===== config.mk =====
export PLATFORM = sky130hd
export DESIGN_NAME = sensor_frame_check_decode_core
export DESIGN_NICKNAME = d
export VERILOG_FILES = /design/src/rtl/core/sfcd_pkg.sv /design/src/rtl/core/sensor_frame_check_decode_core.sv /design/src/rtl/core/sfcd_front.sv /design/src/rtl/core/sfcd_queue.sv /design/src/rtl/core/sfcd_back.sv
export SDC_FILE = /design/constraint.sdc
export NUM_CORES = 1
export LEC_CHECK = 0
export BUFFER_PORTS_ARGS = -buffer_cell sky130_fd_sc_hd__buf_4
export CORE_ASPECT_RATIO = 0.7
export CORE_MARGIN = 2
export CORE_UTILIZATION = 64
export DETAILED_ROUTE_END_ITERATION = 10
export PLACE_DENSITY_LB_ADDON = 0.2
export SLEW_MARGIN = 10
export SYNTH_ARGS = -nofsm -noshare
export SYNTH_HDL_FRONTEND = slang
export SYNTH_SLANG_ARGS = --single-unit
export TNS_END_PERCENT = 50

===== constraint.sdc =====
create_clock -name clk -period 19.3 [get_ports clk]
set_input_delay 4.825 -clock clk [delete_from_list [all_inputs] [get_ports clk]]
set_output_delay 4.825 -clock clk [all_outputs]
set_load 0.005 [all_outputs]

===== src/rtl/core/sfcd_pkg.sv =====
// Shared constants and types for the sensor frame check and decode core.
package sfcd_pkg;

  localparam logic [3:0]  HDR_NIBBLE  = 4'hE;
  localparam logic [7:0]  TRAIL_SHORT = 8'h00;
  localparam logic [7:0]  TRAIL_LONG  = 8'hAA;
  localparam logic [3:0]  POS_FIRST   = 4'd0;
  localparam logic [3:0]  POS_SUM_END = 4'd5;
  localparam logic [3:0]  POS_CAP_END = 4'd7;
  localparam logic [3:0]  POS_LAST    = 4'd9;
  localparam logic [3:0]  POS_IDLE    = 4'd10;
  localparam logic [11:0] TEMP_OFFSET = 12'd400;
  localparam int          QUEUE_DEPTH = 2;

  // Check bits for one finished frame.
  typedef struct packed {
    logic header_ok;
    logic sum_ok;
    logic is_short;
    logic is_long;
    logic xor_match;
  } frame_flags_t;

  // One classified frame: check bits plus bytes 0 to 6.
  typedef struct packed {
    frame_flags_t     flags;
    logic [6:0][7:0]  bytes;
  } frame_rec_t;

endpackage


===== src/rtl/core/sensor_frame_check_decode_core.sv =====
// Top level of the sensor frame check and decode core.
// Path: the edge that takes byte 9 of a frame writes its result into the frame queue; a pop then
//   moves it into the output register, which raises out_tvalid. A full output register delays the pop.
// Throughput: one byte per cycle; in_tready drops only while the frame queue is full, which
//   takes three unconsumed results (two queued, one in the output register).
// Reset: rst_n synchronous, active low; byte counter idle, sum/XOR clear, queue empty, output
//   register invalid. The byte store is not cleared.
module sensor_frame_check_decode_core #(
  parameter int QUEUE_DEPTH = sfcd_pkg::QUEUE_DEPTH
) (
  input  logic        clk,
  input  logic        rst_n,
  // input stream
  input  logic        in_tvalid,
  output logic        in_tready,
  input  logic [7:0]  in_tdata,   // [7:0] data_byte
  input  logic [0:0]  in_tuser,   // [0] frame_start
  // result stream
  output logic        out_tvalid,
  input  logic        out_tready,
  // [7:0] sensor_id, [8] battery_weak, [20:9] temperature_tenths (signed),
  // [28:21] humidity, [44:29] pressure_tenths, [52:45] checksum_byte, [55:53] zero
  output logic [55:0] out_tdata,
  // [0] frame_valid, [1] short_variant, [2] new_format
  output logic [2:0]  out_tuser
);

  logic                 accept;
  logic                 push;
  logic                 pop;
  logic                 q_not_full;
  logic                 q_not_empty;
  sfcd_pkg::frame_rec_t front_rec;
  sfcd_pkg::frame_rec_t back_rec;

  // Input is taken whenever the queue has room; only byte 9 actually pushes.
  assign in_tready = q_not_full;
  assign accept    = in_tvalid && in_tready;

  // Front: counts bytes, keeps sum/XOR, captures bytes, classifies on byte 9.
  sfcd_front u_front (
    .clk         (clk),
    .rst_n       (rst_n),
    .accept      (accept),
    .data_byte   (in_tdata),
    .frame_start (in_tuser[0]),
    .push        (push),
    .rec         (front_rec)
  );

  // Decoupling queue of classified frames.
  sfcd_queue #(
    .DEPTH (QUEUE_DEPTH)
  ) u_queue (
    .clk       (clk),
    .rst_n     (rst_n),
    .push      (push),
    .wr_rec    (front_rec),
    .not_full  (q_not_full),
    .pop       (pop),
    .not_empty (q_not_empty),
    .rd_rec    (back_rec)
  );

  // Back: decodes fields and holds the result until the transaction completes.
  sfcd_back u_back (
    .clk        (clk),
    .rst_n      (rst_n),
    .rec_avail  (q_not_empty),
    .rec        (back_rec),
    .pop        (pop),
    .out_tvalid (out_tvalid),
    .out_tready (out_tready),
    .out_tdata  (out_tdata),
    .out_tuser  (out_tuser)
  );

  // Invalid frame results carry all-zero fields.
  a_invalid_zero: assert property (@(posedge clk) disable iff (!rst_n)
    (out_tvalid && !out_tuser[0]) |-> (out_tdata == '0 && out_tuser == '0))
    else $error("invalid frame result with nonzero fields");

  // Short variant and new format exclude each other.
  a_variant_excl: assert property (@(posedge clk) disable iff (!rst_n)
    out_tvalid |-> !(out_tuser[1] && out_tuser[2]))
    else $error("short variant and new format both set");

  // A popped frame always shows up on the output next cycle.
  a_pop_shows: assert property (@(posedge clk) disable iff (!rst_n)
    pop |=> out_tvalid)
    else $error("popped frame not presented");

  // Queued frame with an empty output register is moved out at once.
  a_no_idle_back: assert property (@(posedge clk) disable iff (!rst_n)
    (q_not_empty && !out_tvalid) |-> pop)
    else $error("back end idle with a queued frame");

endmodule


===== src/rtl/core/sfcd_front.sv =====
// Front end: byte counting, running sum and XOR, byte capture, frame classification.
module sfcd_front (
  input  logic               clk,
  input  logic               rst_n,
  input  logic               accept,
  input  logic [7:0]         data_byte,
  input  logic               frame_start,
  output logic               push,
  output sfcd_pkg::frame_rec_t rec
);

  logic [3:0]      pos_r, pos_nxt, pos_eff;
  logic [7:0]      sum_r, sum_nxt, sum_eff;
  logic [7:0]      xor_r, xor_nxt, xor_eff;
  logic [7:0][7:0] cap_r;
  logic            active;

  always_comb begin
    pos_eff = frame_start ? sfcd_pkg::POS_FIRST : pos_r;
    sum_eff = frame_start ? 8'h00 : sum_r;
    xor_eff = frame_start ? 8'h00 : xor_r;
    active  = accept && (pos_eff < sfcd_pkg::POS_IDLE);
    pos_nxt = pos_r;
    sum_nxt = sum_r;
    xor_nxt = xor_r;
    if (accept && frame_start) begin
      pos_nxt = pos_eff;
      sum_nxt = sum_eff;
      xor_nxt = xor_eff;
    end
    if (active) begin
      pos_nxt = pos_eff + 4'd1;
      if (pos_eff <= sfcd_pkg::POS_SUM_END) begin
        sum_nxt = sum_eff + data_byte;
        xor_nxt = xor_eff ^ data_byte;
      end
    end
  end

  always_ff @(posedge clk) begin
    if (!rst_n) begin
      pos_r <= sfcd_pkg::POS_IDLE;
      sum_r <= 8'h00;
      xor_r <= 8'h00;
    end else begin
      pos_r <= pos_nxt;
      sum_r <= sum_nxt;
      xor_r <= xor_nxt;
    end
  end

  // capture store: undefined until written, no reset
  always_ff @(posedge clk) begin
    if (active && (pos_eff <= sfcd_pkg::POS_CAP_END)) begin
      cap_r[pos_eff[2:0]] <= data_byte;
    end
  end

  assign push = active && (pos_eff == sfcd_pkg::POS_LAST);

  always_comb begin
    rec.flags.header_ok = (cap_r[0][7:4] == sfcd_pkg::HDR_NIBBLE);
    rec.flags.sum_ok    = (sum_r == cap_r[6]);
    rec.flags.is_short  = (data_byte == sfcd_pkg::TRAIL_SHORT);
    rec.flags.is_long   = (data_byte == sfcd_pkg::TRAIL_LONG);
    rec.flags.xor_match = ({xor_r[3:0], xor_r[7:4]} == cap_r[7]);
    rec.bytes           = cap_r[6:0];
  end

endmodule


===== src/rtl/core/sfcd_queue.sv =====
// Short queue of classified frames between front and back end.
module sfcd_queue #(
  parameter int DEPTH = sfcd_pkg::QUEUE_DEPTH
) (
  input  logic                 clk,
  input  logic                 rst_n,
  input  logic                 push,
  input  sfcd_pkg::frame_rec_t wr_rec,
  output logic                 not_full,
  input  logic                 pop,
  output logic                 not_empty,
  output sfcd_pkg::frame_rec_t rd_rec
);

  localparam int PW = (DEPTH > 1) ? $clog2(DEPTH) : 1;
  localparam int CW = $clog2(DEPTH + 1);

  sfcd_pkg::frame_rec_t slot_r [DEPTH];
  logic [PW-1:0] wr_ptr_r, wr_ptr_nxt, rd_ptr_r, rd_ptr_nxt;
  logic [CW-1:0] count_r, count_nxt;

  function automatic logic [PW-1:0] ptr_inc(input logic [PW-1:0] p);
    ptr_inc = (p == PW'(DEPTH - 1)) ? '0 : p + 1'b1;
  endfunction

  assign not_full  = (count_r != CW'(DEPTH));
  assign not_empty = (count_r != '0);
  assign rd_rec    = slot_r[rd_ptr_r];

  always_comb begin
    wr_ptr_nxt = push ? ptr_inc(wr_ptr_r) : wr_ptr_r;
    rd_ptr_nxt = pop  ? ptr_inc(rd_ptr_r) : rd_ptr_r;
    count_nxt  = count_r;
    if (push && !pop) begin
      count_nxt = count_r + 1'b1;
    end else if (pop && !push) begin
      count_nxt = count_r - 1'b1;
    end
  end

  always_ff @(posedge clk) begin
    if (!rst_n) begin
      wr_ptr_r <= '0;
      rd_ptr_r <= '0;
      count_r  <= '0;
    end else begin
      wr_ptr_r <= wr_ptr_nxt;
      rd_ptr_r <= rd_ptr_nxt;
      count_r  <= count_nxt;
    end
  end

  always_ff @(posedge clk) begin
    if (push) begin
      slot_r[wr_ptr_r] <= wr_rec;
    end
  end

endmodule


===== src/rtl/core/sfcd_back.sv =====
// Back end: field decode of a classified frame into the output register.
module sfcd_back (
  input  logic                 clk,
  input  logic                 rst_n,
  input  logic                 rec_avail,
  input  sfcd_pkg::frame_rec_t rec,
  output logic                 pop,
  output logic                 out_tvalid,
  input  logic                 out_tready,
  output logic [55:0]          out_tdata,
  output logic [2:0]           out_tuser
);

  logic        valid_r;
  logic [55:0] data_r, data_nxt;
  logic [2:0]  user_r, user_nxt;
  logic        ok;
  logic [10:0] raw_temp;
  logic [11:0] temp;

  assign pop = rec_avail && (!valid_r || out_tready);

  always_comb begin
    ok = rec.flags.header_ok && rec.flags.sum_ok &&
         (rec.flags.is_short || rec.flags.is_long);
    raw_temp = {rec.bytes[1][2:0], rec.bytes[2]};
    temp     = {1'b0, raw_temp} - sfcd_pkg::TEMP_OFFSET;
    data_nxt = '0;
    user_nxt = '0;
    if (ok) begin
      user_nxt = {rec.flags.is_long && rec.flags.xor_match, rec.flags.is_short, 1'b1};
      data_nxt = {3'b000, rec.bytes[6], rec.bytes[4], rec.bytes[5], rec.bytes[3], temp,
                  rec.bytes[1][3], rec.bytes[0][3:0], rec.bytes[1][7:4]};
    end
  end

  always_ff @(posedge clk) begin
    if (!rst_n) begin
      valid_r <= 1'b0;
    end else if (pop) begin
      valid_r <= 1'b1;
    end else if (out_tready) begin
      valid_r <= 1'b0;
    end
  end

  always_ff @(posedge clk) begin
    if (pop) begin
      data_r <= data_nxt;
      user_r <= user_nxt;
    end
  end

  assign out_tvalid = valid_r;
  assign out_tdata  = data_r;
  assign out_tuser  = user_r;

endmodule


==> metrics.yaml, run 1 <==
status: "finished, final reports clean"
vias: 5459
leakage_nw: 3.946
grtUsageMet1_pct: 29.10
hold_depth: 0
ant_nets: 0
ys_ff_latch: 260
cts_setup_buffers: 0
io_pins: 74
worst-path-max-fanout: 57
seqPwrFrac_pct: 52.6
synth_most_common_cell: "edfxtp_1"
drc: 0
worst_pin_slew_ns: 1.067
power_density_nw_per_um2: 123.6
die_w_um: 153.1
grt_first_pass_wirelength_mm: 28.16
synthesis.area_um2: 9965
pwr-share-comb_pct: 16.5
maxCapViolCount: 0
viasPerCell: 5.845
clock_latency_ns: 0.51
synth_top_area_share_pct: 70.52
r2r_end: "u_back.out_tdata[19]"
finalCritPeriodShare_pct: 35.17
yosysTopAreaCell: "edfxtp_1"
grt_max_degree: 68
min_period_ns: 6.788
cp.arrival_ns: 6.93
fin_tns_setup_ns: 0
grt_pass1_vias: 5449
synth_cells: 636
start_util_pct: 64.89
max_freq_mhz: 147.3
critPathCaptureType: "flop"
dieArea_um2: 16600
fp-row-count: 38
fin_skew_ns: 0.01296
syn2layout_area_growth_pct: 14.73
grt_overflow_total: 0
r2r_setup_slack_ns: 16.48
cts.path.max_buffers: 3
ys_warn_count: 0
setup_viol_count_final: 0
crit_type: "input pin to flop"
grt_usage_pct: 22.08
slew_headroom_pct: 28.85
yosysUniqueCellTypes: 50
async_reset_ff_share_pct: 0
critPathLaunchType: "input pin"
cts_hold_buf: 0
min_path_type: "flop to flop"
portBuffers: 70
hold_end: "u_queue.slot_r[0][30]"
coreArea_um2: 15360
tritoncts: "yes"
met2_usage_pct: 37.24
busiest_layer: "met2"
drive_gt1_share_pct: 17.30
fin_cells: 934
wl_per_cell_um: 19.38
htreeDepth: 1
synth-seq-area-share_pct: 75.74
synth_top_cells_by_area: "edfxtp_1 71%, mux2i_1 5.8%, dfxtp_1 5.2%"
placed_cells: 890
fin_nets: 742
root_buffer: "clkbuf_16"
syn_area_per_cell_um2: 15.67
p_int_w: 0.001049
fillers: 915
hold_viol: 0
worstPathRequired_ns: 19.44
use_met3_pct: 3.727
final_max_slew_viol_count: 0
gp_congestion: 0.8640
sw_frac_of_total_pct: 25.74
synth_edf_count: 234
power_frac_clock_pct: 30.9
ys.flop_type: "edfxtp_1"
seq_area_um2: 7551
grt_antenna_before_repair: 0
cts_made_buffers: 24
p_sw_w: 0.0003636
cts.sinks: 260
dr.pass1.iters: 5
postCtsResizedCells: 0
r2r_cells: 7
dpl.hpwl_mm: 10.73
dr.first_iter.drc_count: 467
multi_input_area_um2: 2258
rsz0062_at_grt: "no"
hp-start: "u_front.rec[30]"
drt_wl_total_mm: 18.10
cp-startpoint: "in_tuser"
die_y_um: 108.4
max-vdd-ir-drop_mv: 0.1384
synthTopCellsByCount: "234 x edfxtp_1, 80 x nor2_1, 58 x mux2i_1"
diodes: 0
path_clk_slew_ns: 0.06
power groups by stage:
stage	combinational (W)	clock [W]	sequential [W]
after floorplan	0.000148	0	0.000733
after detailed placement	0.000232	0	0.000755
after global routing	0.000252	0.000466	0.000752
after global placement	0.000224	0	0.000750
final	0.000233	0.000437	0.000743
after CTS	0.000235	0.000444	0.000743
metrics by stage:
stage	power, W	utilization (%)	instance area [um^2]	setup WS (ns)	hold WS [ns]
global route	0.001470	74.44	11430	12.34	0.4500
CTS	0.001422	74.41	11430	12.55	0.4337
floorplan	0.0008818	-	9972	7.848	0.4215
finish	0.001413	74.44	11430	12.51	0.4383
global placement	0.0009739	69.63	10690	12.11	0.4240
detailed placement	0.0009862	69.63	10690	12.02	0.4319
flip-flops by register name (all words and copies together), names as in the netlist, named ones only:
name               cells
u_front.cap_r          8
u_back.out_tvalid      1
u_front.sum_r          8
u_queue.rd_ptr_r       1
u_front.rec           56
u_back.out_tuser       3
u_queue.slot_r       114
u_back.out_tdata      53
u_queue.wr_ptr_r       1
u_front.xor_r          8
u_front.pos_r          4
u_queue.count_r        2
layer usage:
layer | vias to the layer above | routed length [um]
met2 | 211 | 8685
met4 | 0 | 560
met3 | 48 | 1173
met1 | 2675 | 7684
li1 | 2525 | -
met5 | - | 0
worst max-delay path by stage:
stage | endpoint | slack (ns)
finish | u_queue.slot_r[1][3] | 12.51
global route | u_queue.slot_r[1][46] | 12.34
CTS | u_queue.slot_r[1][45] | 12.55
detailed placement | u_queue.slot_r[1][3] | 12.02
global placement | u_queue.slot_r[1][2] | 12.11
floorplan | u_queue.slot_r[0][0] | 7.85
layout by cell type, fill, tap and decap left out, types with 10 or more instances in the layout:
cell,instances
edfxtp_1,234
dfxtp_1,25
o21ai_0,12
ha_1,12
nand3_1,10
buf_4,79
a21oi_1,19
nand2_1,30
nor2b_1,10
mux2i_1,58
inv_1,12
xnor2_1,20
clkbuf_16,24
nor2_1,79
area by class of cell:
cell class / count / area share (%)
well taps: 200 / 2.189
multi-input cells: 339 / 19.75
clock inverters: 17 / 1.073
clock buffers: 27 / 5.352
inverters: 12 / 0.3940
flip-flops and latches: 260 / 66.05
repair buffers: 79 / 5.188
worst max-delay path: stages:
cell	delay (ns)
buf_4	0.30
inv_1	0.21
nand2_1	0.21
ha_1	0.20
nand3_1	0.12
nor3_2	0.22
and2_2	0.18
buf_4	0.61
cells by family (layout without fill, tap and decap cells):
| logic type | count (synthesis) | after routing | share of synthesized area [%] |
|---|---|---|---|
| xor+xnor | 27 | 27 | 2.373 |
| mux | 59 | 59 | 5.939 |
| buf+inv | 39 | 135 | 1.883 |
| flops | 260 | 260 | 75.74 |
| compound gates | 65 | 65 | 4.169 |
| other cells | 1 | 3 | 0.03763 |
| simple gates | 172 | 172 | 8.149 |
| fa+ha+maj | 13 | 13 | 1.708 |
Note: power is estimated with default switching activity, not from simulation.
==> run 2: changes to the inputs <==
--- a/config.mk
+++ b/config.mk
@@ -8,7 +8,7 @@
 export BUFFER_PORTS_ARGS = -buffer_cell sky130_fd_sc_hd__buf_4
 export CORE_ASPECT_RATIO = 0.7
 export CORE_MARGIN = 2
-export CORE_UTILIZATION = 64
+export CORE_UTILIZATION = 54
 export DETAILED_ROUTE_END_ITERATION = 10
 export PLACE_DENSITY_LB_ADDON = 0.2
 export SLEW_MARGIN = 10
==> constraint.sdc (replaced) <==
create_clock -name clk -period 5.88 [get_ports clk]
set_input_delay 1.47 -clock clk [delete_from_list [all_inputs] [get_ports clk]]
set_output_delay 1.47 -clock clk [all_outputs]
set_load 0.005 [all_outputs]
==> run 2 against run 1 <==
  * Total power increased to 3.3 times the previous value
  * Routed wire length down 5.2%
  * First-iteration DRC count is 1.9% higher
  * Die area is 18% higher
  * Core utilization decreased by 10 points
  * Setup slack worse by 10 ns
  * Register-to-register slack worse by 13 ns
  * Non-clock buffer count is the same
  * Sequential cell count unchanged
  * Via count decreased by 2.4%
==> metrics.yaml, run 2 (synthesis gave the netlist of run 1 again) <==
finalCritPeriodShare_pct: 65.67
drt_wl_total_mm: 17.17  # was 18.10 mm
critPathSlowestCell: "and2_2"  # was buf_4
grt_antenna_before_repair: 0  # unchanged
grt_first_pass_wirelength_mm: 27.42  # was 28.16 mm
mostFrequentLayoutCells: "234 x edfxtp_1, 79 x nor2_1, 79 x buf_4"  # unchanged
htreeDepth: 1  # unchanged
status: "finished, final reports clean"  # unchanged
viasPerCell: 5.509  # was 5.845
critPathCaptureType: "flop"  # unchanged
worst-path-max-fanout: 30  # was 57
max-vdd-ir-drop_mv: 0.2940  # was 0.1384 mV
critPathLaunchType: "input pin"  # unchanged
grt_overflow_total: 0  # unchanged
slew_headroom_pct: 27.99  # was 28.85%
vias: 5327  # was 5459
layout_commonest_cell: "edfxtp_1"  # unchanged
fin_nets: 742  # unchanged
setup_viol_count_final: 0  # unchanged
max_freq_mhz: 259.0
grt_usage_pct: 17.68  # was 22.08%
hold_viol: 0  # unchanged
start_util_pct: 55.18  # was 64.89%
postCtsResizedCells: 0  # unchanged
root_buffer: "clkbuf_16"  # unchanged
cp.arrival_ns: 4.02  # was 6.93 ns
cpPeakStageDelay_ns: 0.67  # was 0.61 ns
largest_reg_flops: 114  # unchanged
tritoncts: "yes"  # unchanged
syn2layout_area_growth_pct: 15.92  # was 14.73%
cts_made_buffers: 24  # unchanged
dr.first_iter.drc_count: 476  # was 467
worstPathRequired_ns: 6.04  # was 19.44 ns
min_period_ns: 3.861
ant_nets: 0  # unchanged
cts.path.max_buffers: 3  # unchanged
cp_num_buf_inv: 3  # unchanged
min_path_type: "flop to flop"  # unchanged
drive_gt1_share_pct: 17.51  # was 17.30%
worst_pin_slew_ns: 1.080  # was 1.067 ns
path_clk_slew_ns: 0.06  # about the same
fin_skew_ns: 0.01030  # was 0.01296 ns
dpl.hpwl_mm: 10.54  # was 10.73 mm
leakage_nw: 3.980  # was 3.946 nW
hold_ws_ns: 0.4435  # was 0.4383 ns
rsz0062_at_grt: "no"  # unchanged
clock_latency_ns: 0.51  # about the same
diodes: 0  # unchanged
cp_common_cell: "buf_4"  # unchanged
dieArea_um2: 19570  # was 16600 um^2
fin_tns_setup_ns: 0  # unchanged
coreArea_um2: 18060  # was 15360 um^2
die_y_um: 117.7  # was 108.4 um
grt_max_degree: 68  # unchanged
power_density_nw_per_um2: 408.9  # was 123.6 nW/um^2
largest_register: "u_queue.slot_r"  # unchanged
die_w_um: 166.4  # was 153.1 um
power_frac_clock_pct: 32.6  # was 30.9%
critical_path.top_delay_family: "simple AND/OR/NAND/NOR gates"  # was buffers and inverters
drc: 0  # unchanged
pwr-share-comb_pct: 15.9  # was 16.5%
seqPwrFrac_pct: 51.5  # was 52.6%
gp_congestion: 0.8389  # was 0.8640
io_pins: 74  # unchanged
cts.sinks: 260  # unchanged
p_int_w: 0.003566  # was 0.001049 W
final_max_slew_viol_count: 0  # unchanged
grt_pass1_vias: 5160  # was 5449
p_sw_w: 0.001157  # was 0.0003636 W
cts_hold_buf: 0  # unchanged
fp-row-count: 41  # was 38
sw_frac_of_total_pct: 24.50  # was 25.74%
maxCapViolCount: 0  # unchanged
crit_type: "input pin to flop"  # unchanged
wl_per_cell_um: 17.75  # was 19.38 um
dr.pass1.iters: 5  # unchanged
cp_cell_sequence: "buf_4 > inv_1 > nand2_1 > ha_1 > nand3_1 > nor3_2 > and2_2 > buf_4"  # unchanged
cts_setup_buffers: 0  # unchanged
portBuffers: 70  # unchanged
==> run 2: cell type report <==
class / instances / area, um^2
clock buffer: 31 / 699.4
clock inverter: 10 / 100.1
fill: 1269 / 6506
inverter: 12 / 45.04
multi-input combinational: 339 / 2267
sequential: 260 / 7551
tap: 236 / 295.3
timing repair buffer: 79 / 593.1
==> run 2: final timing paths <==
check / startpoint / end / slack (ns) / cells past startpoint
worst min-delay path: u_front.rec[41] / u_queue.slot_r[1][41] / 0.44 / 0
worst max-delay path: in_tuser / u_queue.slot_r[1][42] / 2.02 / 8
worst min register to register: u_front.rec[41] / u_queue.slot_r[1][41] / 0.44 / 0
worst max register to register: flop / u_back.out_tdata[19] / 3.03 / 7
==> run 2: power groups by stage <==
stage                     Clock (W)  Combinational [W]  Sequential, W
after floorplan                   0           0.000488        0.00241
after global placement            0           0.000745        0.00247
after detailed placement          0           0.000761        0.00248
after CTS                   0.00157           0.000763        0.00244
after global routing        0.00165           0.000822        0.00246
final                       0.00154           0.000750        0.00243
==> run 2: metrics by stage <==
stage / setup WS, ns / total power, W / util [%] / std cells / instance area (um^2)
3_5_place_dp: 1.501 / 0.003237 / 59.51 / 926 / 10750
5_1_grt: 1.865 / 0.004933 / 63.97 / 967 / 11550
6_report: 2.019 / 0.004724 / 63.97 / 967 / 11550
3_3_place_gp: 1.648 / 0.003210 / 59.51 / 926 / 10750
4_1_cts: 2.033 / 0.004770 / 63.94 / 967 / 11550
2_1_floorplan: 0.1938 / 0.002895 / - / 638 / 9978
==> run 2: per-layer routing <==
metal / vias to the layer above / wire (um) / part of all wire (%) / GRT usage, %
met5: - / 0 / 0 / 0
met4: 0 / 345 / 2.0 / 4.849
met3: 34 / 995 / 5.8 / 3.329
met2: 157 / 7959 / 46 / 28.15
met1: 2615 / 7866 / 46 / 25.37
li1: 2521 / - / - / -
